$ cat config.mk
export PLATFORM = sky130hd
export DESIGN_NAME = elevator_dispatch_controller_flat
export DESIGN_NICKNAME = d
export VERILOG_FILES = /design/src/hdl/edc_pkg.sv /design/src/hdl/edc_req_if.sv /design/src/hdl/edc_rsp_if.sv /design/src/hdl/edc_cabin.sv /design/src/hdl/edc_select.sv /design/src/hdl/elevator_dispatch_controller.sv /design/src/flat_wrapper.sv
export SDC_FILE = /design/constraint.sdc
export NUM_CORES = 1
export LEC_CHECK = 0
export BUFFER_PORTS_ARGS = -buffer_cell sky130_fd_sc_hd__buf_2
export CAP_MARGIN = 20
export CORE_ASPECT_RATIO = 1.5
export CORE_MARGIN = 8
export CORE_UTILIZATION = 61
export DETAILED_ROUTE_END_ITERATION = 16
export GPL_TIMING_DRIVEN = 1
export PLACE_DENSITY_LB_ADDON = 0.3
export SLEW_MARGIN = 20
export SYNTH_ARGS = -nofsm -noshare
export SYNTH_HDL_FRONTEND = slang
export SYNTH_SLANG_ARGS = --single-unit
$ cat constraint.sdc
create_clock -name i_clk -period 18.5 [get_ports i_clk]
set_input_delay 0 -clock i_clk [delete_from_list [all_inputs] [get_ports i_clk]]
set_output_delay 0 -clock i_clk [all_outputs]
set_load 0.005 [all_outputs]
$ cat src/hdl/edc_pkg.sv
// Shared types and constants of the elevator dispatch controller.
package edc_pkg;

    // Fixed field widths of the transaction payload
    localparam int FLOOR_W      = 5;
    localparam int CABIN_IDX_W  = 2;
    localparam int ACTION_W     = 2;
    localparam int DIR_W        = 2;
    localparam int CFG_FLOORS_W = 5;
    localparam int CFG_CABINS_W = 3;
    localparam int CFG_DATA_W   = 5;
    localparam int CFG_IDX_W    = 1;
    localparam int OUT_CABINS   = 4;

    // Configuration register indexes
    localparam logic [CFG_IDX_W-1:0] CFG_FLOORS = 1'b0;
    localparam logic [CFG_IDX_W-1:0] CFG_CABINS = 1'b1;

    // Request kinds
    typedef enum logic [ACTION_W-1:0] {
        ACT_HALL  = 2'd0,
        ACT_CABIN = 2'd1,
        ACT_TICK  = 2'd2
    } t_action;

    // Cabin heading codes, also used for the hall call direction
    typedef enum logic [DIR_W-1:0] {
        HEAD_IDLE = 2'd0,
        HEAD_UP   = 2'd1,
        HEAD_DOWN = 2'd2
    } t_heading;

    // Per-cabin update command for one step
    typedef struct packed {
        logic               tick;
        logic               toggle;
        logic [FLOOR_W-1:0] floor;
    } t_cabin_cmd;

endpackage

$ cat src/hdl/edc_req_if.sv
// Request channel: one hall call, cabin call or movement tick per transaction.
interface edc_req_if;
    logic                             valid;
    logic                             ready;
    logic [edc_pkg::ACTION_W-1:0]     action;
    logic [edc_pkg::FLOOR_W-1:0]      floor;
    logic [edc_pkg::DIR_W-1:0]        call_direction;
    logic [edc_pkg::CABIN_IDX_W-1:0]  cabin_index;

    modport source (output valid, action, floor, call_direction, cabin_index, input ready);
    modport sink   (input valid, action, floor, call_direction, cabin_index, output ready);
endinterface

$ cat src/hdl/edc_rsp_if.sv
// Result channel: dispatch outcome and all cabin positions after the step.
interface edc_rsp_if;
    logic                             valid;
    logic                             ready;
    logic [edc_pkg::CABIN_IDX_W-1:0]  served_cabin;
    logic                             request_rejected;
    logic [edc_pkg::FLOOR_W-1:0]      cabin0_floor;
    logic [edc_pkg::FLOOR_W-1:0]      cabin1_floor;
    logic [edc_pkg::FLOOR_W-1:0]      cabin2_floor;
    logic [edc_pkg::FLOOR_W-1:0]      cabin3_floor;
    logic [edc_pkg::DIR_W-1:0]        cabin0_heading;
    logic [edc_pkg::DIR_W-1:0]        cabin1_heading;
    logic [edc_pkg::DIR_W-1:0]        cabin2_heading;
    logic [edc_pkg::DIR_W-1:0]        cabin3_heading;

    modport source (output valid, served_cabin, request_rejected,
                    cabin0_floor, cabin1_floor, cabin2_floor, cabin3_floor,
                    cabin0_heading, cabin1_heading, cabin2_heading, cabin3_heading,
                    input ready);
    modport sink   (input valid, served_cabin, request_rejected,
                    cabin0_floor, cabin1_floor, cabin2_floor, cabin3_floor,
                    cabin0_heading, cabin1_heading, cabin2_heading, cabin3_heading,
                    output ready);
endinterface

$ cat src/hdl/edc_cabin.sv
// One cabin: floor, heading and lit buttons, with move, toggle and heading logic.
module edc_cabin #(
    parameter int MAX_FLOORS = 16
) (
    input  logic                            i_clk,
    input  logic                            i_rst_n,
    input  edc_pkg::t_cabin_cmd             i_cmd,
    input  logic [edc_pkg::FLOOR_W-1:0]     i_floors_eff,
    output logic [edc_pkg::FLOOR_W-1:0]     o_floor,
    output edc_pkg::t_heading               o_heading,
    output logic [edc_pkg::FLOOR_W-1:0]     o_next_floor,
    output edc_pkg::t_heading               o_next_heading
);

    localparam int IW = (MAX_FLOORS > 1) ? $clog2(MAX_FLOORS) : 1;
    localparam int CW = ((IW + 1 > edc_pkg::FLOOR_W) ? IW + 1 : edc_pkg::FLOOR_W) + 1;

    logic [edc_pkg::FLOOR_W-1:0] r_floor, n_floor;
    edc_pkg::t_heading           r_heading, n_heading, calc_heading;
    logic [MAX_FLOORS-1:0]       r_lit, n_lit, masked;
    logic                        recompute, found;
    logic [IW-1:0]               low_idx;
    logic [CW-1:0]               low_floor, cur_floor;

    // Toggle the requested button and move one floor on a tick
    always_comb begin
        n_lit     = r_lit;
        n_floor   = r_floor;
        recompute = i_cmd.toggle;
        if (i_cmd.toggle) begin
            n_lit = r_lit ^ ({{(MAX_FLOORS-1){1'b0}}, 1'b1}
                             << (i_cmd.floor - edc_pkg::FLOOR_W'(1)));
        end
        if (i_cmd.tick) begin
            case (r_heading)
                edc_pkg::HEAD_UP: begin
                    recompute = 1'b1;
                    if (CW'(r_floor) < CW'(MAX_FLOORS)) begin
                        n_floor = r_floor + edc_pkg::FLOOR_W'(1);
                    end
                end
                edc_pkg::HEAD_DOWN: begin
                    recompute = 1'b1;
                    if (r_floor > edc_pkg::FLOOR_W'(1)) begin
                        n_floor = r_floor - edc_pkg::FLOOR_W'(1);
                    end
                end
                default: begin
                end
            endcase
        end
    end

    // Find the lowest lit floor among the floors in use
    always_comb begin
        found   = 1'b0;
        low_idx = '0;
        for (int i = 0; i < MAX_FLOORS; i++) begin
            masked[i] = n_lit[i] & (CW'(i) < CW'(i_floors_eff));
        end
        for (int i = MAX_FLOORS - 1; i >= 0; i--) begin
            if (masked[i]) begin
                found   = 1'b1;
                low_idx = IW'(i);
            end
        end
    end

    // Head toward the lowest lit floor, idle when there or when none is lit
    always_comb begin
        low_floor = CW'(low_idx) + CW'(1);
        cur_floor = CW'(n_floor);
        if (!found) begin
            calc_heading = edc_pkg::HEAD_IDLE;
        end else if (low_floor > cur_floor) begin
            calc_heading = edc_pkg::HEAD_UP;
        end else if (low_floor < cur_floor) begin
            calc_heading = edc_pkg::HEAD_DOWN;
        end else begin
            calc_heading = edc_pkg::HEAD_IDLE;
        end
        n_heading = recompute ? calc_heading : r_heading;
    end

    // Hold cabin state; an empty command leaves it unchanged
    always_ff @(posedge i_clk) begin
        if (!i_rst_n) begin
            r_floor   <= edc_pkg::FLOOR_W'(1);
            r_heading <= edc_pkg::HEAD_IDLE;
            r_lit     <= '0;
        end else begin
            r_floor   <= n_floor;
            r_heading <= n_heading;
            r_lit     <= n_lit;
        end
    end

    assign o_floor        = r_floor;
    assign o_heading      = r_heading;
    assign o_next_floor   = n_floor;
    assign o_next_heading = n_heading;

endmodule

$ cat src/hdl/edc_select.sv
// Hall call dispatch: pick the nearest cabin, preferring a matching heading on ties.
module edc_select #(
    parameter int CABINS = 4
) (
    input  logic [edc_pkg::FLOOR_W-1:0]                    i_floors [CABINS],
    input  edc_pkg::t_heading                              i_headings [CABINS],
    input  logic [$clog2(CABINS+1)-1:0]                    i_cabins_eff,
    input  logic [edc_pkg::FLOOR_W-1:0]                    i_floor,
    input  logic [edc_pkg::DIR_W-1:0]                      i_dir,
    output logic [((CABINS > 1) ? $clog2(CABINS) : 1)-1:0] o_best
);

    localparam int CIW = (CABINS > 1) ? $clog2(CABINS) : 1;
    localparam int NCW = $clog2(CABINS + 1);
    localparam int KW  = ((NCW > CIW) ? NCW : CIW) + 1;

    logic [edc_pkg::FLOOR_W-1:0] cab_gap [CABINS];
    logic [CABINS-1:0]           part, match, tied;
    logic [edc_pkg::FLOOR_W-1:0] d_min;
    logic                        match_ok, any_match;
    logic [CIW-1:0]              first_tied, last_match;

    // Distance of each cabin to the call and its heading match
    always_comb begin
        match_ok = (i_dir == edc_pkg::HEAD_UP) || (i_dir == edc_pkg::HEAD_DOWN);
        for (int c = 0; c < CABINS; c++) begin
            cab_gap[c] = (i_floors[c] > i_floor) ? i_floors[c] - i_floor
                                                 : i_floor - i_floors[c];
            part[c]    = (KW'(c) < KW'(i_cabins_eff)) || (c == 0);
            match[c]   = match_ok && (i_headings[c] == i_dir);
        end
    end

    // Least distance over cabins in use
    always_comb begin
        d_min = cab_gap[0];
        for (int c = 1; c < CABINS; c++) begin
            if (part[c] && (cab_gap[c] < d_min)) begin
                d_min = cab_gap[c];
            end
        end
    end

    // Last tied cabin with matching heading, else first tied cabin
    always_comb begin
        first_tied = '0;
        last_match = '0;
        any_match  = 1'b0;
        for (int c = 0; c < CABINS; c++) begin
            tied[c] = part[c] && (cab_gap[c] == d_min);
        end
        for (int c = CABINS - 1; c >= 0; c--) begin
            if (tied[c]) begin
                first_tied = CIW'(c);
            end
        end
        for (int c = 0; c < CABINS; c++) begin
            if (tied[c] && match[c]) begin
                last_match = CIW'(c);
                any_match  = 1'b1;
            end
        end
        o_best = any_match ? last_match : first_tied;
    end

endmodule

$ cat src/hdl/elevator_dispatch_controller.sv
// Top level of the nearest-car elevator dispatch controller.
// Takes one request transaction per clock (hall call, cabin call or movement tick) while results
// are taken, and returns one result per request, carrying the served cabin, a reject flag for an
// out-of-range floor or cabin, and the floor and heading of cabins zero to three after the step.
// An accepted request is held in the input register, and its result moves to the output register
// once that register is free or drained; one request per cycle is sustained while the output is
// not stalled, set by the single pass through the nearest-cabin select and the per-cabin
// lowest-lit-floor search. Configuration writes take effect on the following edge; the user must
// make them only while no request is in flight, and the block itself does not enforce this.
module elevator_dispatch_controller #(
    parameter int MAX_FLOORS = 16,
    parameter int CABINS     = 4
) (
    input  logic                              i_clk,
    input  logic                              i_rst_n,
    edc_req_if.sink                           i_req,
    edc_rsp_if.source                         o_rsp,
    input  logic                              i_cfg_we,
    input  logic [edc_pkg::CFG_IDX_W-1:0]     i_cfg_idx,
    input  logic [edc_pkg::CFG_DATA_W-1:0]    i_cfg_data
);

    localparam int FW  = edc_pkg::FLOOR_W;
    localparam int CIW = (CABINS > 1) ? $clog2(CABINS) : 1;
    localparam int NCW = $clog2(CABINS + 1);
    localparam int TW  = (($clog2(MAX_FLOORS + 1) > FW) ? $clog2(MAX_FLOORS + 1) : FW) + 1;
    localparam int EW  = ((NCW > edc_pkg::CFG_CABINS_W) ? NCW : edc_pkg::CFG_CABINS_W) + 1;
    localparam int SW  = ((CIW > edc_pkg::CABIN_IDX_W) ? CIW : edc_pkg::CABIN_IDX_W) + 1;

    // Configuration registers
    logic [edc_pkg::CFG_FLOORS_W-1:0] r_cfg_floors;
    logic [edc_pkg::CFG_CABINS_W-1:0] r_cfg_cabins;

    // Input stage
    logic                             r_in_vld;
    logic [edc_pkg::ACTION_W-1:0]     r_action;
    logic [FW-1:0]                    r_floor;
    logic [edc_pkg::DIR_W-1:0]        r_dir;
    logic [edc_pkg::CABIN_IDX_W-1:0]  r_idx;

    // Output stage
    logic                             r_out_vld;
    logic [edc_pkg::CABIN_IDX_W-1:0]  r_served;
    logic                             r_rejected;
    logic [FW-1:0]                    r_out_floor [edc_pkg::OUT_CABINS];
    edc_pkg::t_heading                r_out_head  [edc_pkg::OUT_CABINS];

    logic                             fire;
    logic [FW-1:0]                    floors_eff;
    logic [NCW-1:0]                   cabins_eff;
    logic                             floor_ok, idx_ok;
    logic                             do_tick, do_toggle;
    logic [SW-1:0]                    toggle_tgt;
    logic [CIW-1:0]                   best;
    logic [edc_pkg::CABIN_IDX_W-1:0]  n_served;
    logic                             n_rejected;

    logic [FW-1:0]                    cab_floor      [CABINS];
    edc_pkg::t_heading                cab_head       [CABINS];
    logic [FW-1:0]                    cab_next_floor [CABINS];
    edc_pkg::t_heading                cab_next_head  [CABINS];

    // Store configuration writes
    always_ff @(posedge i_clk) begin
        if (!i_rst_n) begin
            r_cfg_floors <= edc_pkg::CFG_FLOORS_W'(16);
            r_cfg_cabins <= edc_pkg::CFG_CABINS_W'(4);
        end else if (i_cfg_we) begin
            case (i_cfg_idx)
                edc_pkg::CFG_FLOORS: r_cfg_floors <= i_cfg_data[edc_pkg::CFG_FLOORS_W-1:0];
                edc_pkg::CFG_CABINS: r_cfg_cabins <= i_cfg_data[edc_pkg::CFG_CABINS_W-1:0];
                default: begin
                end
            endcase
        end
    end

    // Saturate the configuration to the supported ranges
    always_comb begin
        if (r_cfg_floors < edc_pkg::CFG_FLOORS_W'(2)) begin
            floors_eff = FW'(2);
        end else if (TW'(r_cfg_floors) > TW'(MAX_FLOORS)) begin
            floors_eff = FW'(MAX_FLOORS);
        end else begin
            floors_eff = FW'(r_cfg_floors);
        end
        if (r_cfg_cabins == '0) begin
            cabins_eff = NCW'(1);
        end else if (EW'(r_cfg_cabins) > EW'(CABINS)) begin
            cabins_eff = NCW'(CABINS);
        end else begin
            cabins_eff = NCW'(r_cfg_cabins);
        end
    end

    // Advance the pipeline when the output register is free or drained
    assign fire        = r_in_vld && (!r_out_vld || o_rsp.ready);
    assign i_req.ready = !r_in_vld || fire;

    // Capture an accepted transaction
    always_ff @(posedge i_clk) begin
        if (!i_rst_n) begin
            r_in_vld <= 1'b0;
        end else if (i_req.ready) begin
            r_in_vld <= i_req.valid;
        end
        if (i_req.valid && i_req.ready) begin
            r_action <= i_req.action;
            r_floor  <= i_req.floor;
            r_dir    <= i_req.call_direction;
            r_idx    <= i_req.cabin_index;
        end
    end

    edc_select #(
        .CABINS (CABINS)
    ) u_select (
        .i_floors     (cab_floor),
        .i_headings   (cab_head),
        .i_cabins_eff (cabins_eff),
        .i_floor      (r_floor),
        .i_dir        (r_dir),
        .o_best       (best)
    );

    // Decode the request and check its range
    always_comb begin
        floor_ok   = (r_floor != '0) && (r_floor <= floors_eff);
        idx_ok     = (EW'(r_idx) < EW'(cabins_eff));
        do_tick    = 1'b0;
        do_toggle  = 1'b0;
        toggle_tgt = '0;
        n_served   = '0;
        n_rejected = 1'b0;
        case (edc_pkg::t_action'(r_action))
            edc_pkg::ACT_HALL: begin
                if (!floor_ok) begin
                    n_rejected = 1'b1;
                end else begin
                    do_toggle  = 1'b1;
                    toggle_tgt = SW'(best);
                    n_served   = edc_pkg::CABIN_IDX_W'(best);
                end
            end
            edc_pkg::ACT_CABIN: begin
                if (!floor_ok || !idx_ok) begin
                    n_rejected = 1'b1;
                end else begin
                    do_toggle  = 1'b1;
                    toggle_tgt = SW'(r_idx);
                    n_served   = r_idx;
                end
            end
            edc_pkg::ACT_TICK: begin
                do_tick = 1'b1;
            end
            default: begin
            end
        endcase
    end

    // Cabin state, updated only on the cycle a transaction moves to the output
    for (genvar c = 0; c < CABINS; c++) begin : g_cabin
        edc_pkg::t_cabin_cmd cmd;

        assign cmd.tick   = fire && do_tick && (EW'(c) < EW'(cabins_eff));
        assign cmd.toggle = fire && do_toggle && (toggle_tgt == SW'(c));
        assign cmd.floor  = r_floor;

        edc_cabin #(
            .MAX_FLOORS (MAX_FLOORS)
        ) u_cabin (
            .i_clk          (i_clk),
            .i_rst_n        (i_rst_n),
            .i_cmd          (cmd),
            .i_floors_eff   (floors_eff),
            .o_floor        (cab_floor[c]),
            .o_heading      (cab_head[c]),
            .o_next_floor   (cab_next_floor[c]),
            .o_next_heading (cab_next_head[c])
        );
    end

    // Hold the result until taken
    always_ff @(posedge i_clk) begin
        if (!i_rst_n) begin
            r_out_vld <= 1'b0;
        end else if (fire) begin
            r_out_vld <= 1'b1;
        end else if (o_rsp.ready) begin
            r_out_vld <= 1'b0;
        end
        if (fire) begin
            r_served   <= n_served;
            r_rejected <= n_rejected;
        end
    end

    for (genvar k = 0; k < edc_pkg::OUT_CABINS; k++) begin : g_out
        if (k < CABINS) begin : g_live
            always_ff @(posedge i_clk) begin
                if (fire) begin
                    r_out_floor[k] <= cab_next_floor[k];
                    r_out_head[k]  <= cab_next_head[k];
                end
            end
        end else begin : g_absent
            always_ff @(posedge i_clk) begin
                r_out_floor[k] <= '0;
                r_out_head[k]  <= edc_pkg::HEAD_IDLE;
            end
        end
    end

    assign o_rsp.valid            = r_out_vld;
    assign o_rsp.served_cabin     = r_served;
    assign o_rsp.request_rejected = r_rejected;
    assign o_rsp.cabin0_floor     = r_out_floor[0];
    assign o_rsp.cabin1_floor     = r_out_floor[1];
    assign o_rsp.cabin2_floor     = r_out_floor[2];
    assign o_rsp.cabin3_floor     = r_out_floor[3];
    assign o_rsp.cabin0_heading   = r_out_head[0];
    assign o_rsp.cabin1_heading   = r_out_head[1];
    assign o_rsp.cabin2_heading   = r_out_head[2];
    assign o_rsp.cabin3_heading   = r_out_head[3];

endmodule

$ cat src/flat_wrapper.sv
// flat-port wrapper written by rule: the top's interface ports become plain ports
module elevator_dispatch_controller_flat 
#(
    parameter int MAX_FLOORS = 16,
    parameter int CABINS     = 4
)
  (i_clk, i_rst_n, i_cfg_we, i_cfg_idx, i_cfg_data, i_req_valid, i_req_action, i_req_floor, i_req_call_direction, i_req_cabin_index, i_req_ready, o_rsp_valid, o_rsp_served_cabin, o_rsp_request_rejected, o_rsp_cabin0_floor, o_rsp_cabin1_floor, o_rsp_cabin2_floor, o_rsp_cabin3_floor, o_rsp_cabin0_heading, o_rsp_cabin1_heading, o_rsp_cabin2_heading, o_rsp_cabin3_heading, o_rsp_ready);
  edc_req_if i_req_i ();
  edc_rsp_if o_rsp_i ();
  input  logic i_clk;
  input  logic i_rst_n;
  input  logic i_cfg_we;
  input  logic [edc_pkg::CFG_IDX_W-1:0] i_cfg_idx;
  input  logic [edc_pkg::CFG_DATA_W-1:0] i_cfg_data;
  input wire logic [$bits(i_req_i.valid)-1:0] i_req_valid;
  input wire logic [$bits(i_req_i.action)-1:0] i_req_action;
  input wire logic [$bits(i_req_i.floor)-1:0] i_req_floor;
  input wire logic [$bits(i_req_i.call_direction)-1:0] i_req_call_direction;
  input wire logic [$bits(i_req_i.cabin_index)-1:0] i_req_cabin_index;
  output wire logic [$bits(i_req_i.ready)-1:0] i_req_ready;
  output wire logic [$bits(o_rsp_i.valid)-1:0] o_rsp_valid;
  output wire logic [$bits(o_rsp_i.served_cabin)-1:0] o_rsp_served_cabin;
  output wire logic [$bits(o_rsp_i.request_rejected)-1:0] o_rsp_request_rejected;
  output wire logic [$bits(o_rsp_i.cabin0_floor)-1:0] o_rsp_cabin0_floor;
  output wire logic [$bits(o_rsp_i.cabin1_floor)-1:0] o_rsp_cabin1_floor;
  output wire logic [$bits(o_rsp_i.cabin2_floor)-1:0] o_rsp_cabin2_floor;
  output wire logic [$bits(o_rsp_i.cabin3_floor)-1:0] o_rsp_cabin3_floor;
  output wire logic [$bits(o_rsp_i.cabin0_heading)-1:0] o_rsp_cabin0_heading;
  output wire logic [$bits(o_rsp_i.cabin1_heading)-1:0] o_rsp_cabin1_heading;
  output wire logic [$bits(o_rsp_i.cabin2_heading)-1:0] o_rsp_cabin2_heading;
  output wire logic [$bits(o_rsp_i.cabin3_heading)-1:0] o_rsp_cabin3_heading;
  input wire logic [$bits(o_rsp_i.ready)-1:0] o_rsp_ready;
  assign i_req_i.valid = i_req_valid;
  assign i_req_i.action = i_req_action;
  assign i_req_i.floor = i_req_floor;
  assign i_req_i.call_direction = i_req_call_direction;
  assign i_req_i.cabin_index = i_req_cabin_index;
  assign i_req_ready = i_req_i.ready;
  assign o_rsp_valid = o_rsp_i.valid;
  assign o_rsp_served_cabin = o_rsp_i.served_cabin;
  assign o_rsp_request_rejected = o_rsp_i.request_rejected;
  assign o_rsp_cabin0_floor = o_rsp_i.cabin0_floor;
  assign o_rsp_cabin1_floor = o_rsp_i.cabin1_floor;
  assign o_rsp_cabin2_floor = o_rsp_i.cabin2_floor;
  assign o_rsp_cabin3_floor = o_rsp_i.cabin3_floor;
  assign o_rsp_cabin0_heading = o_rsp_i.cabin0_heading;
  assign o_rsp_cabin1_heading = o_rsp_i.cabin1_heading;
  assign o_rsp_cabin2_heading = o_rsp_i.cabin2_heading;
  assign o_rsp_cabin3_heading = o_rsp_i.cabin3_heading;
  assign o_rsp_i.ready = o_rsp_ready;
  elevator_dispatch_controller #(.MAX_FLOORS(MAX_FLOORS), .CABINS(CABINS)) u_core (.i_clk(i_clk), .i_rst_n(i_rst_n), .i_req(i_req_i), .o_rsp(o_rsp_i), .i_cfg_we(i_cfg_we), .i_cfg_idx(i_cfg_idx), .i_cfg_data(i_cfg_data));
endmodule
Yosys cells after proc, flatten, opt, wreduce, memory -nomap -nowiden
Memory sizes are Yosys's and may differ from the RTL's.
Index checks and enable logic that the tools add are counted.
W data, S select, Z words.
{"block": "word_totals", "reg_bits": 116, "ramBits": 28, "input_bits": 22, "elab_cells": 444, "memories": 2}
{"memory": "u_core.r_out_floor", "depth": 4, "word_bits": 5, "rd": 4, "rd_ports_with_merged_regs": 0, "wr": 4, "line": "elevator_dispatch_controller.sv:45", "source": "logic [FW-1:0] r_out_floor [edc_pkg::OUT_CABINS];"}
{"memory": "u_core.r_out_head", "depth": 4, "word_bits": 2, "rd": 4, "rd_ports_with_merged_regs": 0, "wr": 4, "line": "elevator_dispatch_controller.sv:46", "source": "edc_pkg::t_heading r_out_head [edc_pkg::OUT_CABINS];"}
{"block": "classes", "addsub": 21, "magnitude_cmp": 48, "n_eq_ne": 23, "n_shift": 1, "muxes": 212, "n_bitwise": 69, "n_reduce_logical": 46}
{"operator": "$mux W4", "n": 64}
{"operator": "$mux W5", "n": 21}
{"operator": "$mux W1", "n": 86}
{"operator": "$and A1 B1 Y1", "n": 64}
{"operator": "$mux W16", "n": 4}
{"operator": "$xor A16 B16 Y16", "n": 4}
{"operator": "$mux W2", "n": 27}
{"operator": "$gt A5 B5 Y1", "n": 8}
{"operator": "$lt A4 B5 Y1 const A", "n": 8}
{"operator": "$pmux W5 S2", "n": 4}
{"operator": "$sub A5 B5 Y5", "n": 8}
{"operator": "$lt A5 B5 Y1", "n": 7}
{"operator": "$logic_and A1 B1 Y1", "n": 27}
{"operator": "$sub A5 B1 Y5 const B", "n": 5}
{"operator": "$add A4 B1 Y5 const B", "n": 4}
{"operator": "$add A5 B1 Y5 const B", "n": 4}
{"operator": "$eq A5 B5 Y1", "n": 4}
{"operator": "$gt A5 B1 Y1 const B", "n": 4}
{"operator": "$lt A3 B5 Y1 const A", "n": 4}
{"operator": "$lt A5 B5 Y1 const B", "n": 4}
{"operator": "$shl A1 B5 Y16 const A", "n": 1}
{"operator": "$eq A2 B1 Y1 const B", "n": 6}
{"operator": "$eq A2 B2 Y1 const B", "n": 6}
{"operator": "$lt A1 B5 Y1 const A", "n": 2}
{"operator": "24 further kinds", "n": 44}

Longest topological paths before layout
Gate-level depths: netlist of the first run.
{"block": "logic_depth", "depth_word": 47, "mapped_depth": 56, "depth_no_buf": 51}

By module
Synthesis of the first run repeated with hierarchy kept, for this count alone.
{"block": "hier_totals", "hier_cells": 1635, "area_unflattened_um2": 13197.7}
{"module": "edc_cabin", "n_inst": 4, "cells_each": 282, "area_per_inst_um2": 2093.3}
{"module": "edc_select", "n_inst": 1, "cells_each": 363, "area_per_inst_um2": 2806.4}
{"module": "elevator_dispatch_controller", "n_inst": 1, "cells_each": 144, "area_per_inst_um2": 2018.2}

Least setup slack after synthesis of the first run
OpenSTA, ideal clock, no wires.
{"block": "synth_path", "kind": "register -> register", "startpoint": "register u_core.r_floor[1]", "endpoint": "memory u_core.r_out_head[1][0] (netlist bit) (data pin)", "setup_ns": 0.259, "arrival_time_ns": 11.319, "slack_ns": 6.922, "stages_incl_launch_ff": 50, "path_cell_list": "edfxtp_1 -> clkbuf_1 -> inv_1 -> ha_1 -> nor2b_1 -> o211ai_2 -> a21oi_2 -> mux2i_1 -> xor2_1 -> inv_1 -> ha_1 -> a21o_1 -> a31oi_2 -> o21ai_2 -> mux2i_1 -> ha_1 -> a21o_1 -> a211oi_2 -> [14 not listed] -> buf_6 -> or4_1 -> o32ai_2 -> mux2i_1 -> a22oi_1 -> a2111oi_1 -> nor4_1 -> a21oi_1 -> inv_1 -> ha_1 -> ha_1 -> nor2b_1 -> o21a_1 -> o21ai_0 -> nand2b_1 -> a21oi_1 -> a31oi_1 -> a22o_1"}
{"item": "start, declared", "line": "elevator_dispatch_controller.sv:37", "source": "logic [FW-1:0] r_floor;"}
{"item": "start signal, assigned", "line": "elevator_dispatch_controller.sv:109", "source": "r_floor <= i_req.floor;"}
{"item": "end, declared", "line": "elevator_dispatch_controller.sv:46"}

==> impl_metrics.py, run 1 <==
metrics = {
    "setup_path": {
        "cp_slowest_cell": "edfxtp_1",
        "cpMostUsedCell": "ha_1",
        "slowest_delay_ns": 0.89,
        "path_delay_family": "compound AO/OA/AOI/OAI gates",
        "critPathArrivalTime_ns": 14.24,
        "regToRegStartpoint": "u_core.r_floor[1]$_DFFE_PP_",
        "path_max_fanout": 19,
        "worst-path-buf-inv": 3,
        "required_ns": 18.82,
        "startpoint": "u_core.r_floor[1]$_DFFE_PP_",
        "critPathKind": "reg2reg",
        "cp-start-kind": "flip-flop",
        "end_kind": "flip-flop",
    },
    "yosys": {
        "synthAdderAreaFrac": 0.114,
        "synth_compound_gate_area_share": 0.221,
        "synth_area_leaders": "dfxtp_1 17%, edfxtp_1 10%, ha_1 10%",
        "synthMuxAreaShare": 0.0370,
        "synth_ff_type": "dfxtp_1",
        "syn_inst": 1467,
        "synth_top_area_frac": 0.169,
        "synth_cell_types": 110,
        "synth-seq-area-share": 0.273,
        "synth_top_family_by_area": "simple AND/OR/NAND/NOR gates",
        "ys_ff_latch": 144,
        "synth.avg_cell_area_um2": 8.26,
        "synth_top_area_cell": "dfxtp_1",
        "syn_nets": 1595,
        "synth_edf_count": 42,
        "synthSimpleGateAreaFrac": 0.237,
        "synthArstFlopShare": 0,
        "synth_area_um2": 12100,
        "ys_warn_count": 0,
        "yosys.area_share.xor_xnor": 0.0700,
    },
    "global_route": {
        "grt_pass1_vias": 11300,
        "grt_max_degree": 74,
        "grt_use_met2": 0.550,
        "busiest_layer": "met2",
        "grt_overflow_total": 0,
        "grtUsageMet1": 0.333,
        "antenna_found_initial": 1,
        "grtUsageMet3": 0.0495,
        "grtUsageTotal": 0.317,
        "grt_pass1_wl_um": 60500,
    },
    "final_layout": {
        "layout-drive-gt1-share": 0.116,
        "final_area_um2": 13400,
        "fill_cells": 1620,
        "fin_nets": 1656,
        "area_growth_pct": 10.8,
    },
    "pwr": {
        "comb_power_share": 0.344,
        "p_int_mw": 0.650,
        "vdd.ir_drop.worst_mv": 0.0840,
        "swShare": 0.373,
        "power_mw": 1.04,
        "pwr-share-clk": 0.331,
        "p_sw_mw": 0.387,
        "p_leak_nw": 5.39,
        "power_density_nw_per_um2": 77.2,
        "pwr-share-seq": 0.325,
    },
    "timing": {
        "period_share": 0.752,
        "rsz0062_at_grt": "false",
        "tns_ns": 0,
        "drv_slew": 0,
        "fmax_ghz": 0.0719,
        "max_slew.worst_pin.slew_ns": 1.14,
        "min_period_ns": 13.91,
        "setup_viol": 0,
        "hold_viol_final": 0,
        "finClkSkew_ns": 0.0116,
        "relSlewSlack": 0.241,
    },
    "flow_run": {
        "max_cap_violations": 0,
    },
    "floorplanning": {
        "fp.dieW_um": 131,
        "num_rows": 63,
        "die-area_um2": 24700,
        "start_util": 0.617,
        "core_region_area_um2": 19600,
        "die_h_um": 189,
        "io-pin-count": 55,
    },
    "min_path": {
        "hold_path.class": "in2reg",
        "hp-start": "i_rst_n",
    },
    "clock_network": {
        "clkLatencyLatePin_ns": 0.44,
        "cts_root_buffer": "clkbuf_16",
        "clock_tree.buffer_depth": 2,
        "cts_buffers": 17,
        "cts.sinks": 144,
        "clk_pin_slew_ns": 0.07,
        "cts_tree": "yes",
        "cts_max_level": 4,
        "post-cts-setup-buffers": 0,
    },
    "routing": {
        "num_vias": 11600,
        "wirelength_um": 38800,
        "drt-initial-drc-count": 1077,
        "ant_nets": 0,
        "firstDrtPassIters": 6,
        "wl_per_cell_um": 21.5,
        "vias_per_cell": 6.46,
        "drcViolationCount": 0,
    },
    "placed_design": {
        "dpl-instance-area_um2": 12600,
        "hpwlAfterDp_um": 29100,
        "io_buffers": 54,
        "place.gp.congestion": 1.03,
    },
    "outcome": {
        "status": "finished clean",
    },
}
[timing repair]
action / in CTS / in global routing
hold buffers: 25 / 0
gates resized for setup: 0 / 0
hold endpoints to repair: 21 / 0
[layout make-up]
| type | instances | area (µm²) | area share |
|---|---|---|---|
| Multi-Input combinational cell | 1175 | 8220 | 0.612 |
| Sequential cell | 144 | 3300 | 0.246 |
| Timing Repair Buffer | 94 | 633 | 0.0471 |
| Clock buffer | 22 | 512 | 0.0381 |
| Inverter | 96 | 360 | 0.0268 |
| Tap cell | 260 | 325 | 0.0242 |
| Clock inverter | 10 | 73.8 | 0.00550 |
| Antenna cell | 1 | 2.50 | 0.000186 |
[tightest hold or removal path, cell delays in order]
cell and delay, ns:
buf_2 0.09, buf_4 0.23, o211ai_1 0.14
[placed cells by master, fill, tap and decap left out, drive strengths merged, types with 20 or more instances in the layout]
master / instances
buf: 69
xor2: 32
nor3: 43
o21ai: 68
or2: 22
dlygate4sd3: 25
nand2: 106
a21o: 22
ha: 98
nor2b: 28
edfxtp: 42
clkbuf: 22
nor2: 187
dfxtp: 102
nand3: 42
and2: 23
mux2i: 37
nor4: 22
a21oi: 86
inv: 97
xnor2: 64
nand4: 20
[registers in the layout (all words and copies together) (netlist names)]
name,count
u_core.g_cabin.u_cabin.r_lit,64
u_core.g_cabin.u_cabin.o_floor,20
u_core.r_out_floor,20
u_core.g_cabin.u_cabin.o_heading,8
u_core.r_out_head,8
u_core.r_cfg_floors,5
u_core.r_floor,5
u_core.r_cfg_cabins,3
u_core.o_rsp.served_cabin,2
u_core.r_action,2
u_core.r_dir,2
u_core.r_idx,2
u_core.o_rsp.request_rejected,1
u_core.o_rsp.valid,1
u_core.r_in_vld,1
[routing by layer]
metal | share of wire | wire length [µm]
met1 | 0.36 | 14000
met2 | 0.50 | 19300
met3 | 0.063 | 2420
met4 | 0.080 | 3090
met5 | 0 | 0
[kinds of logic after synthesis]
logic type,count (synthesis)
simple gates,570
compound gates,363
buf+inv,148
flops,144
fa+ha+maj,106
xor+xnor,96
mux,40
[worst paths after layout]
check                                                           end  slack, ns  depth (start not counted)
setup / recovery  u_core.g_cabin[1].u_cabin.o_heading[0]$_SDFF_PN0_       4.59                         48
hold / removal                  u_core.r_cfg_floors[4]$_SDFFE_PN1P_       0.09                          3
setup reg to reg  u_core.g_cabin[1].u_cabin.o_heading[0]$_SDFF_PN0_       4.59                         48
hold reg to reg      u_core.g_cabin[3].u_cabin.r_lit[14]$_SDFF_PN0_       0.50                          2
[power groups by stage]
stage	combinational (mW)	clock, mW	sequential [mW]
floorplan	0.273	0	0.341
global placement	0.341	0	0.343
detailed placement	0.342	0	0.344
CTS	0.348	0.344	0.337
global route	0.384	0.356	0.338
finish	0.357	0.343	0.337
[stage by stage]
| stage | setup WS [ns] | utilization | cells | hold WS (ns) |
|---|---|---|---|---|
| after global placement | 5.17 | 0.642 | 1744 | 0.183 |
| after detailed placement | 4.87 | 0.642 | 1744 | 0.179 |
| final | 4.59 | 0.684 | 1802 | 0.0923 |
| after CTS | 4.79 | 0.684 | 1801 | 0.0764 |
| after floorplan | 6.92 | - | 1467 | 0.0989 |
| after global routing | 3.71 | 0.684 | 1802 | 0.108 |
[synth_stat cells (all sizes together), types with 38 or more instances]
library cell and instances:
dfxtp 102, xnor2 64, nor3 43, inv 96, nand2 106, o21ai 68
a21oi 86, ha 98, nand3 42, nor2 187, edfxtp 42, clkbuf 38
Note: power is estimated with default switching activity, not from simulation.
==> run 2, diff against run 1 <==
- CORE_UTILIZATION: 61 -> 57
- clock period: 18.5 -> 12.47 ns (I/O delays scaled with it)
==> impl_metrics.py, run 2 (same netlist as run 1, synthesis figures left out) <==
metrics = {
    "outcome": {
        "status": "finished clean",
    },
    "timing": {
        "hold_viol_final": 0,
        "fmax_ghz": 0.0838,
        "relSlewSlack": 0.281,
        "max_slew.worst_pin.slew_ns": 1.07,
        "setup_slack_ns": 0.532,
        "setup_viol": 0,
        "min_period_ns": 11.94,
        "drv_slew": 0,
        "period_share": 0.957,
        "finClkSkew_ns": 0.0139,
        "fin_hold_ws_ns": 0.0891,
    },
    "final_layout": {
        "n_antenna_cell": 0,
        "fin_nets": 1680,
        "area_growth_pct": 13.1,
        "fin_cells": 1833,
        "final_area_um2": 13700,
        "layout_commonest_cell": "nor2_1",
        "most-common-layout-cells": "184 x nor2_1, 105 x nand2_1, 102 x dfxtp_1",
        "layout-drive-gt1-share": 0.135,
        "top_register": "u_core.g_cabin.u_cabin.r_lit",
        "largest_reg_flops": 64,
    },
    "setup_path": {
        "cpMostUsedCell": "ha_1",
        "cp-endpoint": "u_core.g_cabin[2].u_cabin.o_heading[1]$_SDFF_PN0_",
        "reg2regPathDepth": 49,
        "required_ns": 12.86,
        "cp-start-kind": "flip-flop",
        "reg2reg_slack_ns": 0.53,
        "slowest_delay_ns": 0.53,
        "end_kind": "flip-flop",
        "startpoint": "u_core.r_floor[1]$_DFFE_PP_",
        "critPathKind": "reg2reg",
        "regToRegStartpoint": "u_core.r_floor[1]$_DFFE_PP_",
        "rr_endpoint": "u_core.g_cabin[2].u_cabin.o_heading[1]$_SDFF_PN0_",
        "cp_slowest_cell": "a211o_2",
        "path_max_fanout": 17,
        "critPathArrivalTime_ns": 12.33,
    },
    "placed_design": {
        "dp.cells": 1764,
        "io_buffers": 54,
        "dpl-instance-area_um2": 12700,
        "hpwlAfterDp_um": 29000,
        "post-place-ws_ns": 0.352,
        "place.gp.congestion": 0.974,
    },
    "clock_network": {
        "cts_max_level": 4,
        "cts_buffers": 17,
        "cts_tree": "yes",
        "cts.sinks": 144,
        "clk_pin_slew_ns": 0.07,
        "clkLatencyLatePin_ns": 0.45,
        "cts_root_buffer": "clkbuf_16",
        "clock_tree.buffer_depth": 2,
    },
    "floorplanning": {
        "num_rows": 65,
        "die_h_um": 195,
        "core_region_area_um2": 21000,
        "fp.dieW_um": 135,
        "die-area_um2": 26300,
        "io-pin-count": 55,
        "start_util": 0.578,
    },
    "routing": {
        "dr_wl_met2_um": 18800,
        "wl_per_cell_um": 21.0,
        "drt-initial-drc-count": 945,
        "firstDrtPassIters": 7,
        "wirelength_um": 38600,
        "ant_nets": 0,
        "num_vias": 11600,
        "met3_length_um": 1850,
        "drcViolationCount": 0,
        "vias_per_cell": 6.30,
        "highest_layer": "met4",
        "wl_met1_um": 14700,
    },
    "min_path": {
        "hold_path.class": "in2reg",
    },
    "global_route": {
        "grtUsageTotal": 0.290,
        "antenna_found_initial": 0,
        "grt_max_degree": 76,
        "grt_pass1_vias": 11300,
        "grt_overflow_total": 0,
        "grt_pass1_wl_um": 59800,
    },
    "pwr": {
        "power_density_nw_per_um2": 116,
        "p_leak_nw": 5.50,
        "vdd.ir_drop.worst_mv": 0.134,
    },
    "flow_run": {
        "max_cap_violations": 0,
    },
}
==> run 2: cell count changes in the layout (fill, tap and decap cells not counted), moves of 2 or more <==
cell        delta
clkbuf_16      -3
xnor2_2        +2
mux2i_1        -3
xnor2_1        -2
buf_4         +24
clkinvlp_4     +3
o21ai_0        -2
o21ai_1        +2
inv_1          -2
mux2i_2        +3
==> run 2: worst max-delay path: cells and delay by family, from the launching register on <==
family / cells / cell delay, ns
buffers and inverters: 4 / 0.67
DFF: 1 / 0.39
and+or+nand+nor: 12 / 2.55
xor gates and xnor gates: 2 / 0.47
adders and majority gates: 6 / 1.95
muxes: 2 / 0.52
AOI/OAI and AO/OA: 23 / 5.28
==> run 2: through the flow <==
stage           util  total power, mW  setup TNS, ns
3_3_place_gp   0.605             1.04              0
3_5_place_dp   0.605             1.05              0
4_1_cts        0.643             1.54              0
6_report       0.653             1.59              0
2_1_floorplan      -            0.910              0
5_1_grt        0.653             1.65        -0.0513
==> run 2: power by group <==
group	switching [mW]	total, mW	internal, mW
clock	0.217	0.491	0.274
sequential	0.00737	0.497	0.490
combinational	0.375	0.598	0.222
==> run 2: final cells by class <==
| class | instances | area [µm²] |
|---|---|---|
| multi-input combinational | 1175 | 8330 |
| tap | 268 | 335 |
| sequential | 144 | 3300 |
| fill | 1784 | 7280 |
| clock buffer | 19 | 433 |
| timing repair buffer | 118 | 813 |
| clock inverter | 13 | 115 |
| inverter | 96 | 368 |
==> run 2: how the worst min path moves through the flow <==
stage	start	to	slack [ns]	depth (start not counted)
final	i_rst_n	u_core.g_cabin[3].u_cabin.o_heading[0]$_SDFF_PN0_	0.09	4
after floorplan	i_req_action[0]	u_core.r_action[0]$_DFFE_PP_	0.1	0
after detailed placement	i_req_call_direction[1]	u_core.r_dir[1]$_DFFE_PP_	0.18	1
after CTS	i_rst_n	u_core.r_cfg_floors[4]$_SDFFE_PN1P_	0.08	3
after global routing	i_rst_n	u_core.r_cfg_floors[4]$_SDFFE_PN1P_	0.09	3
after global placement	i_req_call_direction[0]	u_core.r_dir[0]$_DFFE_PP_	0.18	1
==> run 2: per-layer routing <==
layer | GRT usage | vias to the layer above
li1 | - | 5480
met1 | 0.311 | 5442
met2 | 0.502 | 472
met3 | 0.0423 | 158
met4 | 0.219 | 0
met5 | 0 | -
==> run 2: what timing repair did <==
item                                   CTS  global route
buffers inserted                         0            12
resized for setup                        0            22
setup endpoints to repair                0            16
endpoints found under the hold margin   21             0
hold buffers                            25             0
